==> config.mk <==
export PLATFORM = sky130hd
export DESIGN_NAME = cordic_stage
export DESIGN_NICKNAME = d
export VERILOG_FILES = /design/src/design/cordic_pkg.sv /design/src/design/cordic_stage.sv
export SDC_FILE = /design/constraint.sdc
export NUM_CORES = 1
export LEC_CHECK = 0
export BUFFER_PORTS_ARGS = -buffer_cell sky130_fd_sc_hd__buf_2
export CAP_MARGIN = 10
export CORE_MARGIN = 8
export CORE_UTILIZATION = 30
export CTS_CLUSTER_SIZE = 16
export DETAILED_ROUTE_END_ITERATION = 7
export PLACE_DENSITY = 0.48
export SETUP_SLACK_MARGIN = 0.02
export SLEW_MARGIN = 20
export SYNTH_ARGS = -nofsm -noshare
export SYNTH_HDL_FRONTEND = slang
export SYNTH_SLANG_ARGS = --single-unit
==> constraint.sdc <==
create_clock -name clock -period 6.75 [get_ports clock]
set_clock_uncertainty 0.15 [all_clocks]
set_input_delay 0 -clock clock [delete_from_list [all_inputs] [get_ports clock]]
set_output_delay 0 -clock clock [all_outputs]
set_load 0.005 [all_outputs]
==> src/design/cordic_pkg.sv <==
// shared constants and the arctangent table for the cordic pipeline
package cordic_pkg;

   // default pipeline shape
   localparam int ITERATIONS_DEFAULT = 16;
   localparam int DATA_WIDTH_DEFAULT = 32;
   localparam int MAX_ITERATIONS     = 16;

   // field widths of the request and response
   localparam int XY_IN_WIDTH    = 30;
   localparam int ANGLE_IN_WIDTH = 31;
   localparam int OUT_WIDTH      = 32;
   localparam int ATAN_WIDTH     = 16;

   // mode codes
   localparam logic OP_ROTATE = 1'b0;
   localparam logic OP_VECTOR = 1'b1;

   // atan(2^-k) in degrees times 256
   localparam logic [ATAN_WIDTH-1:0] ATAN_DEG [MAX_ITERATIONS] = '{
      16'h2D00, 16'h1A90, 16'h0E09, 16'h0720,
      16'h0393, 16'h01CA, 16'h00E5, 16'h0072,
      16'h0039, 16'h001C, 16'h000E, 16'h0007,
      16'h0003, 16'h0001, 16'h0000, 16'h0000
   };

endpackage

==> src/design/cordic_stage.sv <==
// one registered cordic micro-rotation with its own valid bit and stall control
module cordic_stage #(
   parameter int DATA_WIDTH = cordic_pkg::DATA_WIDTH_DEFAULT,
   parameter int STEP       = 0
) (
   input  logic                         clock,
   input  logic                         reset,
   // upstream side
   input  logic                         up_valid,
   output logic                         up_ready,
   input  logic                         up_opcode,
   input  logic signed [DATA_WIDTH-1:0] up_x,
   input  logic signed [DATA_WIDTH-1:0] up_y,
   input  logic signed [DATA_WIDTH-1:0] up_angle,
   // downstream side
   output logic                         dn_valid,
   input  logic                         dn_ready,
   output logic                         dn_opcode,
   output logic signed [DATA_WIDTH-1:0] dn_x,
   output logic signed [DATA_WIDTH-1:0] dn_y,
   output logic signed [DATA_WIDTH-1:0] dn_angle
);

   localparam logic [DATA_WIDTH-1:0] ATAN_STEP =
      DATA_WIDTH'(cordic_pkg::ATAN_DEG[STEP]);

   logic                         valid_ff, valid_in;
   logic                         opcode_ff;
   logic signed [DATA_WIDTH-1:0] x_ff, y_ff, angle_ff;
   logic signed [DATA_WIDTH-1:0] x_in, y_in, angle_in;
   logic signed [DATA_WIDTH-1:0] x_shift, y_shift, steer;
   logic                         clockwise;
   logic                         load;

   // stage takes a new request when empty or when its content moves on
   assign up_ready = !valid_ff || dn_ready;
   assign load     = up_ready && up_valid;
   assign valid_in = up_ready ? up_valid : valid_ff;

   // micro-rotation; a zero steering value leaves everything as it is
   always_comb begin
      x_shift   = up_x >>> STEP;
      y_shift   = up_y >>> STEP;
      steer     = (up_opcode == cordic_pkg::OP_VECTOR) ? up_y : up_angle;
      clockwise = (up_opcode == cordic_pkg::OP_VECTOR) == !steer[DATA_WIDTH-1];
      if (steer == '0) begin
         x_in     = up_x;
         y_in     = up_y;
         angle_in = up_angle;
      end else if (clockwise) begin
         x_in     = up_x + y_shift;
         y_in     = up_y - x_shift;
         angle_in = up_angle + $signed(ATAN_STEP);
      end else begin
         x_in     = up_x - y_shift;
         y_in     = up_y + x_shift;
         angle_in = up_angle - $signed(ATAN_STEP);
      end
   end

   // valid bit
   always_ff @(posedge clock) begin
      if (reset) begin
         valid_ff <= 1'b0;
      end else begin
         valid_ff <= valid_in;
      end
   end

   // payload registers
   always_ff @(posedge clock) begin
      if (load) begin
         opcode_ff <= up_opcode;
         x_ff      <= x_in;
         y_ff      <= y_in;
         angle_ff  <= angle_in;
      end
   end

   assign dn_valid  = valid_ff;
   assign dn_opcode = opcode_ff;
   assign dn_x      = x_ff;
   assign dn_y      = y_ff;
   assign dn_angle  = angle_ff;

endmodule

After elaboration in Yosys (flattened, before gate mapping)

Index checks and enable logic that the tools add are counted.

Register bits: 98
Bits of input ports: 101
Output and inout port bits: 99
Word-level logic and storage cells: 23

$add $sub $neg: 5
Eq/ne operators: 1
Mux-type cells: 7
Reduce and logical (&&, ||, !) cells: 5

Operators by type and width:

| operator                 | count |
|---|---|
| $mux W32                 | 7 |
| $sub A32 B32 Y32         | 2 |
| $add A32 B15 Y32 const B | 1 |
| $add A32 B32 Y32         | 1 |
| $logic_not A32 Y1        | 1 |
| $sub A32 B15 Y32 const B | 1 |
| $logic_not A1 Y1         | 2 |
| $eq A1 B1 Y1             | 1 |
| $logic_and A1 B1 Y1      | 1 |
| $logic_or A1 B1 Y1       | 1 |

Longest topological paths before layout

Gate-level depths: netlist of run 1.

Depth after elaboration: 5
Mapped depth: 16
Depth with buffers taken out: 13

Least setup slack after synthesis of run 1

Ideal clock, no wire load.

Path kind: input to register
From: in up_opcode
To: reg angle_ff[30] (netlist: dn_angle[30]) (data pin)
Library setup time: 265 ps
Arrival time: 3935 ps
Required time: 6335 ps
Path slack: 2400 ps
Cell stages on the path: 16
Path buffers: 3
Path through: nor2b_1 or2_2 buf_2 inv_2 clkbuf_1 clkbuf_1 ha_1 o2111a_1 or4_4 a31oi_4 a31oi_4 a41o_1 a311o_1 a21oi_2 xor2_1 o21ai_1

Cells in the longest elaborated chain, start to end: 5
Elaborated cells between the ends (all ways): 6
Those cells by class: 1 x eq/ne; 3 x mux; 2 x reduce/logical

RTL lines:

| element                | RTL line           | text |
|---|---|---|
| from (decl)            | cordic_stage.sv:11 | `input logic up_opcode,` |
| $mux W32               | cordic_stage.sv:44 | `steer = (up_opcode == cordic_pkg::OP_VECTOR) ? up_y : up_angle;` |
| $logic_not A1 Y1       | cordic_stage.sv:45 | `clockwise = (up_opcode == cordic_pkg::OP_VECTOR) == !steer[DATA_WIDTH-1];` |
| $eq A1 B1 Y1           | cordic_stage.sv:45 |  |
| $mux W32               | cordic_stage.sv:50 | `end else if (clockwise) begin` |
| $mux W32 *             | cordic_stage.sv:46 | `if (steer == '0) begin` |
| named net angle_in[30] | cordic_stage.sv:30 | `logic signed [DATA_WIDTH-1:0] x_in, y_in, angle_in;` |
| to (signal assigned)   | cordic_stage.sv:76 | `angle_ff <= angle_in;` |
| to (decl)              | cordic_stage.sv:29 | `logic signed [DATA_WIDTH-1:0] x_ff, y_ff, angle_ff;` |

The timed path passes the listed nets; every way through them passes the cells marked *.
A chain may end at the register's enable or synchronous reset.

Final worst setup path of run 1

Same ends and word-level chain as after synthesis.

==> results.json, run 1 <==
{
  "ys_seq_elements": 98,
  "antenna_found_initial": 0,
  "grt_util_met2_pct": 28.4,
  "fmax_ghz": 0.224,
  "avgSynthCellArea_um2": 8.13,
  "drv_slew": 0,
  "layout.cells.non_filler": 2045,
  "start_util_pct": 30.5,
  "htreeDepth": 3,
  "routed_wl_um": 40000,
  "status": "finished, final reports clean",
  "cts_resized": 0,
  "worstPathArrival_ns": 4.42,
  "gp_congestion": 0.931,
  "vias": 10900,
  "num-fill-cells": 3715,
  "row_count": 69,
  "numCtsBuffers": 9,
  "hold_viol_final": 0,
  "yosys_warnings": 0,
  "postLayoutCoreUtil_pct": 37.8,
  "layout-drive-gt1-share_pct": 16.7,
  "cts.clk_slew.worst_paths_ns": 0.07,
  "worst_pin_slew_ns": 0.896,
  "clk_path_buf_depth": 2,
  "clk_latency_ns": 0.37,
  "cts_tree": "built",
  "use_met1_pct": 26.7,
  "grt_pass1_vias": 10800,
  "nets": 1797,
  "start_kind": "primary input",
  "drt-wirelength-per-cell_um": 19.5,
  "rsz0062_at_grt": "no",
  "multi_input_area_mm2": 0.00726,
  "path_class": "primary input to register",
  "cts_root_buf": "clkbuf_16",
  "drtIter0Drc": 777,
  "hold_class": "primary input to register",
  "die_h_um": 206,
  "netlist.area_leader.share_pct": 26.8,
  "synth_nets": 1556,
  "grt_busiest_layer": "met2",
  "core_area_mm2": 0.0357,
  "critPathCaptureType": "register",
  "synth_edf_count": 97,
  "ys.flop_type": "edfxtp_1",
  "grt_overflow_total": 0,
  "p_per_area_mw_per_mm2": 179,
  "final.setup.tns_ns": 0,
  "crit_required_ns": 6.70,
  "die_w_um": 206,
  "setup_violations": 0,
  "dr.pass1.iters": 5,
  "final-seq-area_mm2": 0.00293,
  "p_total_mw": 2.41,
  "dp_cells": 1933,
  "track_usage_pct": 18.6,
  "max_cap_violations": 0,
  "grt_pass1_wl_um": 61700,
  "relSlewSlack_pct": 40.2,
  "portBuffers": 199,
  "use_met3_pct": 2.99,
  "holdWs_ns": 0.0420,
  "grt_max_degree": 73,
  "synth.distinct_cells": 93,
  "synth.cell_area_mm2": 0.0109,
  "async_reset_ff_share_pct": 0,
  "yosys.area.top_type": "edfxtp_1",
  "syn_to_final_growth_pct": 23.8,
  "power_leakage_nw": 5.79,
  "clkSinkCount": 98,
  "synth_area_leaders": "edfxtp_1, ha_1, a21oi_1",
  "period_share_pct": 66.2,
  "insertedDiodeCount": 0,
  "synth_cells": 1338,
  "vias_per_cell": 5.33,
  "ir_worst_vdd_uv": 131,
  "drc": 0,
  "postRouteAntennaNets": 0,
  "dieArea_mm2": 0.0426,
  "period_needed_ns": 4.47,
  "yosysSeqAreaShare_pct": 27.0,
  "ios": 200,
  "place.detailed.hpwl_um": 31000,
  "path_max_fanout": 72
}
-- report_power, final --
part           switching (mW)  internal (mW)
logic                   0.605          0.420
clock network           0.254          0.323
registers              0.0201          0.788
-- per-layer routing --
| metal | up-vias | wire length [µm] |
|---|---|---|
| met4 | 0 | 665 |
| met5 | - | 0 |
| met2 | 388 | 17100 |
| met3 | 32 | 2740 |
| li1 | 5359 | - |
| met1 | 5125 | 19400 |
-- placed cells by master, fill, tap and decap left out, types with 55 or more instances in the layout --
cell type      synthesis  routed
inv_1                102     102
dlygate4sd3_1          0      96
buf_2                 11     199
nand2_1               90      90
edfxtp_1              97      97
xnor2_1               55      55
ha_1                 114     114
nor2_1               123     123
a21oi_1              165     165
o21ai_0               82      82
-- worst paths after layout --
kind | start | end | slack [ns] | cells after the start
setup / recovery | up_opcode | dn_angle[30] | 2.28 | 16
hold / removal | up_x[1] | dn_x[1] | 0.04 | 3
setup reg to reg | dn_valid | dn_x[12] | 4.53 | 3
hold reg to reg | dn_valid | dn_angle[15] | 0.84 | 2
-- critical path: stages --
cell,delay [ns]
dlygate4sd3_1,0.52
buf_2,0.28
nor2b_1,0.30
or2_2,0.18
buf_4,0.64
xnor2_1,0.13
ha_1,0.28
o2111a_1,0.25
or4_4,0.44
a31oi_4,0.22
a31oi_4,0.14
a41o_1,0.28
a311o_1,0.36
a21oi_2,0.15
xor2_1,0.16
o21ai_1,0.07
-- per-stage QoR --
step / setup slack [ns] / instance area (µm²)
3_3_place_gp: 2.49 / 12200
3_5_place_dp: 2.42 / 12200
4_1_cts: 2.29 / 13500
5_1_grt: 2.07 / 13500
2_1_floorplan: 2.40 / 10900
6_report: 2.28 / 13500
-- cell type report --
class,count,area share [%]
Tap cell,461,4.28
Sequential cell,98,21.8
Clock inverter,6,0.604
Timing Repair Buffer,300,14.8
Clock buffer,10,1.70
Inverter,106,2.95
Multi-Input combinational cell,1064,53.9
-- registers in the layout (all words and copies together), names as in the netlist --
name and flops:
dn_x 32, dn_valid 1, dn_y 32, dn_angle 32
dn_opcode 1
-- cell usage after synthesis, drive strengths merged, types with 6 or more instances --
master and count:
a211o 8, a211oi 23, a21o 34, a21oi 167
a221o 6, a31oi 11, buf 27, clkbuf 43
edfxtp 97, ha 114, inv 105, mux2i 13
nand2 92, nand2b 19, nand3 30, nand4 19
nor2 125, nor2b 13, nor3 34, nor3b 8
nor4 13, o2111ai 6, o211ai 24, o21a 13
o21ai 93, o21bai 18, o221ai 6, o31ai 8
or2 8, or3 9, or4 6, xnor2 55
xor2 15
-- logic make-up (layout without fill, tap and decap cells) --
logic type      count (synthesis)  in the layout  share of synthesized area (%)
compound gates                464            464                           27.9
xor+xnor                       70             70                           5.64
fa+ha+maj                     117            117                           13.7
buf+inv                       176            422                           6.48
flops                          98             98                           27.0
mux                            16             16                           1.51
simple gates                  397            397                           17.8
-- repair_timing --
item                      4_1_cts  5_1_grt
hold endpoints to repair       95        0
hold buffers                   96        0
setup buffers                   0        0
Power figures use the tool's default switching activity.
==> run 2, diff against run 1 <==
--- a/config.mk
+++ b/config.mk
@@ -11,7 +11,7 @@
 export CORE_UTILIZATION = 30
 export CTS_CLUSTER_SIZE = 16
 export DETAILED_ROUTE_END_ITERATION = 7
-export PLACE_DENSITY = 0.48
+export PLACE_DENSITY = 0.5
 export SETUP_SLACK_MARGIN = 0.02
 export SLEW_MARGIN = 20
 export SYNTH_ARGS = -nofsm -noshare
==> constraint.sdc (replaced) <==
create_clock -name clock -period 4.1 [get_ports clock]
set_clock_uncertainty 0.15 [all_clocks]
set_input_delay 0 -clock clock [delete_from_list [all_inputs] [get_ports clock]]
set_output_delay 0 -clock clock [all_outputs]
set_load 0.005 [all_outputs]
==> results.json, run 2 (same netlist as run 1, synthesis figures left out) <==
{
  "period_needed_ns": 3.76,
  "period_share_pct": 91.7,
  "mostFrequentLayoutCell": "buf_2",
  "track_usage_pct": 18.8,
  "clk_path_buf_depth": 2,
  "netSwitchingPower_mw": 1.47,
  "ios": 200,
  "reg2reg_to": "dn_x[10]",
  "cts_root_buf": "clkbuf_16",
  "cts_resized": 0,
  "crit_cells": 13,
  "drtIter0Drc": 781,
  "place.detailed.hpwl_um": 31900,
  "grt_pass1_wl_um": 62500,
  "power_frac_clock_pct": 24.0,
  "die_h_um": 206,
  "ff2ff_setup_slack_ns": 2.22,
  "worst_pin_slew_ns": 0.790,
  "nets": 1812,
  "vias": 11000,
  "syn_to_final_growth_pct": 25.1,
  "cts.clk_slew.worst_paths_ns": 0.08,
  "hold_end": "dn_y[1]",
  "crit_buf_inv": 2,
  "sw_frac_of_total_pct": 36.8,
  "fmax_ghz": 0.266,
  "routed_wl_um": 40800,
  "insertedDiodeCount": 0,
  "drt-wirelength-per-cell_um": 19.8,
  "cpMaxStageDelayCell": "a221oi_2",
  "max_cap_violations": 0,
  "portBuffers": 199,
  "hold_viol_final": 0,
  "row_count": 69,
  "power_leakage_nw": 5.87,
  "final.setup.tns_ns": 0,
  "crit_chain": "dlygate4sd3_1 > buf_2 > ha_1 > fa_1 > nor2b_1 > o21ai_1 > a21boi_1 > a21oi_1 > a21oi_1 > a221oi_2 > o21bai_1 > a2111oi_0 > nor3b_1",
  "numCtsBuffers": 9,
  "cp_top_family": "compound AO/OA/AOI/OAI gates",
  "worstReg2RegStart": "dn_valid",
  "vias_per_cell": 5.32,
  "start_kind": "primary input",
  "worstPathArrival_ns": 3.73,
  "hold_start": "up_y[1]",
  "ir_worst_vdd_uv": 215,
  "drc": 0,
  "postRouteAntennaNets": 0,
  "die_w_um": 206,
  "num-fill-cells": 3681,
  "hold-path-cell-count": 3,
  "clkSinkCount": 98,
  "hold_class": "primary input to register",
  "grt_max_degree": 69,
  "final_cell_mix": "buf_2, a21oi_1, nor2_1, ha_1, inv_1",
  "crit_top_cell": "a21oi_1",
  "relSlewSlack_pct": 47.3,
  "grt_overflow_total": 0,
  "start_util_pct": 30.5,
  "htreeDepth": 3,
  "critPathCaptureType": "register",
  "r2r.worst_path.cells": 3,
  "cts_tree": "built",
  "p_comb_share_pct": 42.8,
  "core_area_mm2": 0.0357,
  "dr.pass1.iters": 7,
  "clk_latency_ns": 0.37,
  "drv_slew": 0,
  "p_per_area_mw_per_mm2": 294,
  "postPlaceCellArea_mm2": 0.0123,
  "dieArea_mm2": 0.0426,
  "antenna_found_initial": 0,
  "max_stage_delay_ns": 0.65,
  "gp_congestion": 0.943,
  "power_frac_seq_pct": 33.2,
  "fin_area_mm2": 0.0136,
  "status": "finished, final reports clean",
  "internal_power_mw": 2.53,
  "crit_required_ns": 4.07,
  "rsz0062_at_grt": "no",
  "setup_violations": 0,
  "grt_pass1_vias": 10800,
  "path_max_fanout": 5,
  "layout-drive-gt1-share_pct": 17.6,
  "path_class": "primary input to register"
}
## run 2: changes by cell type in the layout (fill, tap and decap cells not counted)
cell / before / now
buf_12: 0 / 2
buf_4: 5 / 18
clkbuf_1: 1 / 0
clkinv_2: 2 / 4
clkinvlp_4: 1 / 0
## run 2: final cells by class
type,instances,area [µm²],share of cell area (%)
sequential,98,2930,21.6
multi-input combinational,1064,7260,53.3
clock buffer,9,225,1.66
inverter,106,398,2.92
tap,461,577,4.24
timing repair buffer,315,2130,15.7
clock inverter,7,83.8,0.616
## run 2: power by group through the flow
stage / Sequential, mW / Combinational, mW / Clock, mW
floorplan: 1.37 / 1.04 / 0
global placement: 1.35 / 1.63 / 0
detailed placement: 1.36 / 1.63 / 0
CTS: 1.33 / 1.71 / 1.00
global route: 1.35 / 1.89 / 1.02
finish: 1.33 / 1.71 / 0.960
## run 2: how the worst max path moves through the flow
stage,from,to,slack (ns)
2_1_floorplan,up_opcode,dn_angle[30],0.1
3_3_place_gp,up_x[19],dn_x[26],0.57
3_5_place_dp,up_x[19],dn_x[26],0.53
4_1_cts,up_opcode,dn_angle[30],0.40
5_1_grt,up_y[0],dn_x[26],0.09
6_report,up_y[0],dn_x[26],0.34
## run 2: what timing repair did
item	4_1_cts	5_1_grt
hold buffers	96	0
hold endpoints to repair	95	0
setup buffers	0	0
## run 2: worst min-delay path, stage by stage
cell     delay (ns)
buf_2          0.15
inv_1          0.14
a21oi_1        0.09
## run 2: stage by stage
stage               setup WS (ns)  std cells  hold WS, ns  utilization [%]  power, mW
floorplan                  0.0983       1338      -0.0809                -       2.41
finish                      0.340       2060       0.0315             38.2       4.00
CTS                         0.400       2060      0.00867             38.2       4.05
global route               0.0886       2060       0.0413             38.2       4.26
global placement            0.572       1948      0.00480             34.6       2.98
detailed placement          0.530       1948       0.0120             34.6       2.98
## run 2: metal layers
layer  track usage (%)  vias up  wire, µm  part of all wire (%)
li1                  -     5399         -                     -
met1              26.4     5152     19700                    48
met2              29.2      364     17700                    43
met3              3.39       35      2710                   6.6
met4              5.45        0       702                   1.7
met5                 0        -         0                     0
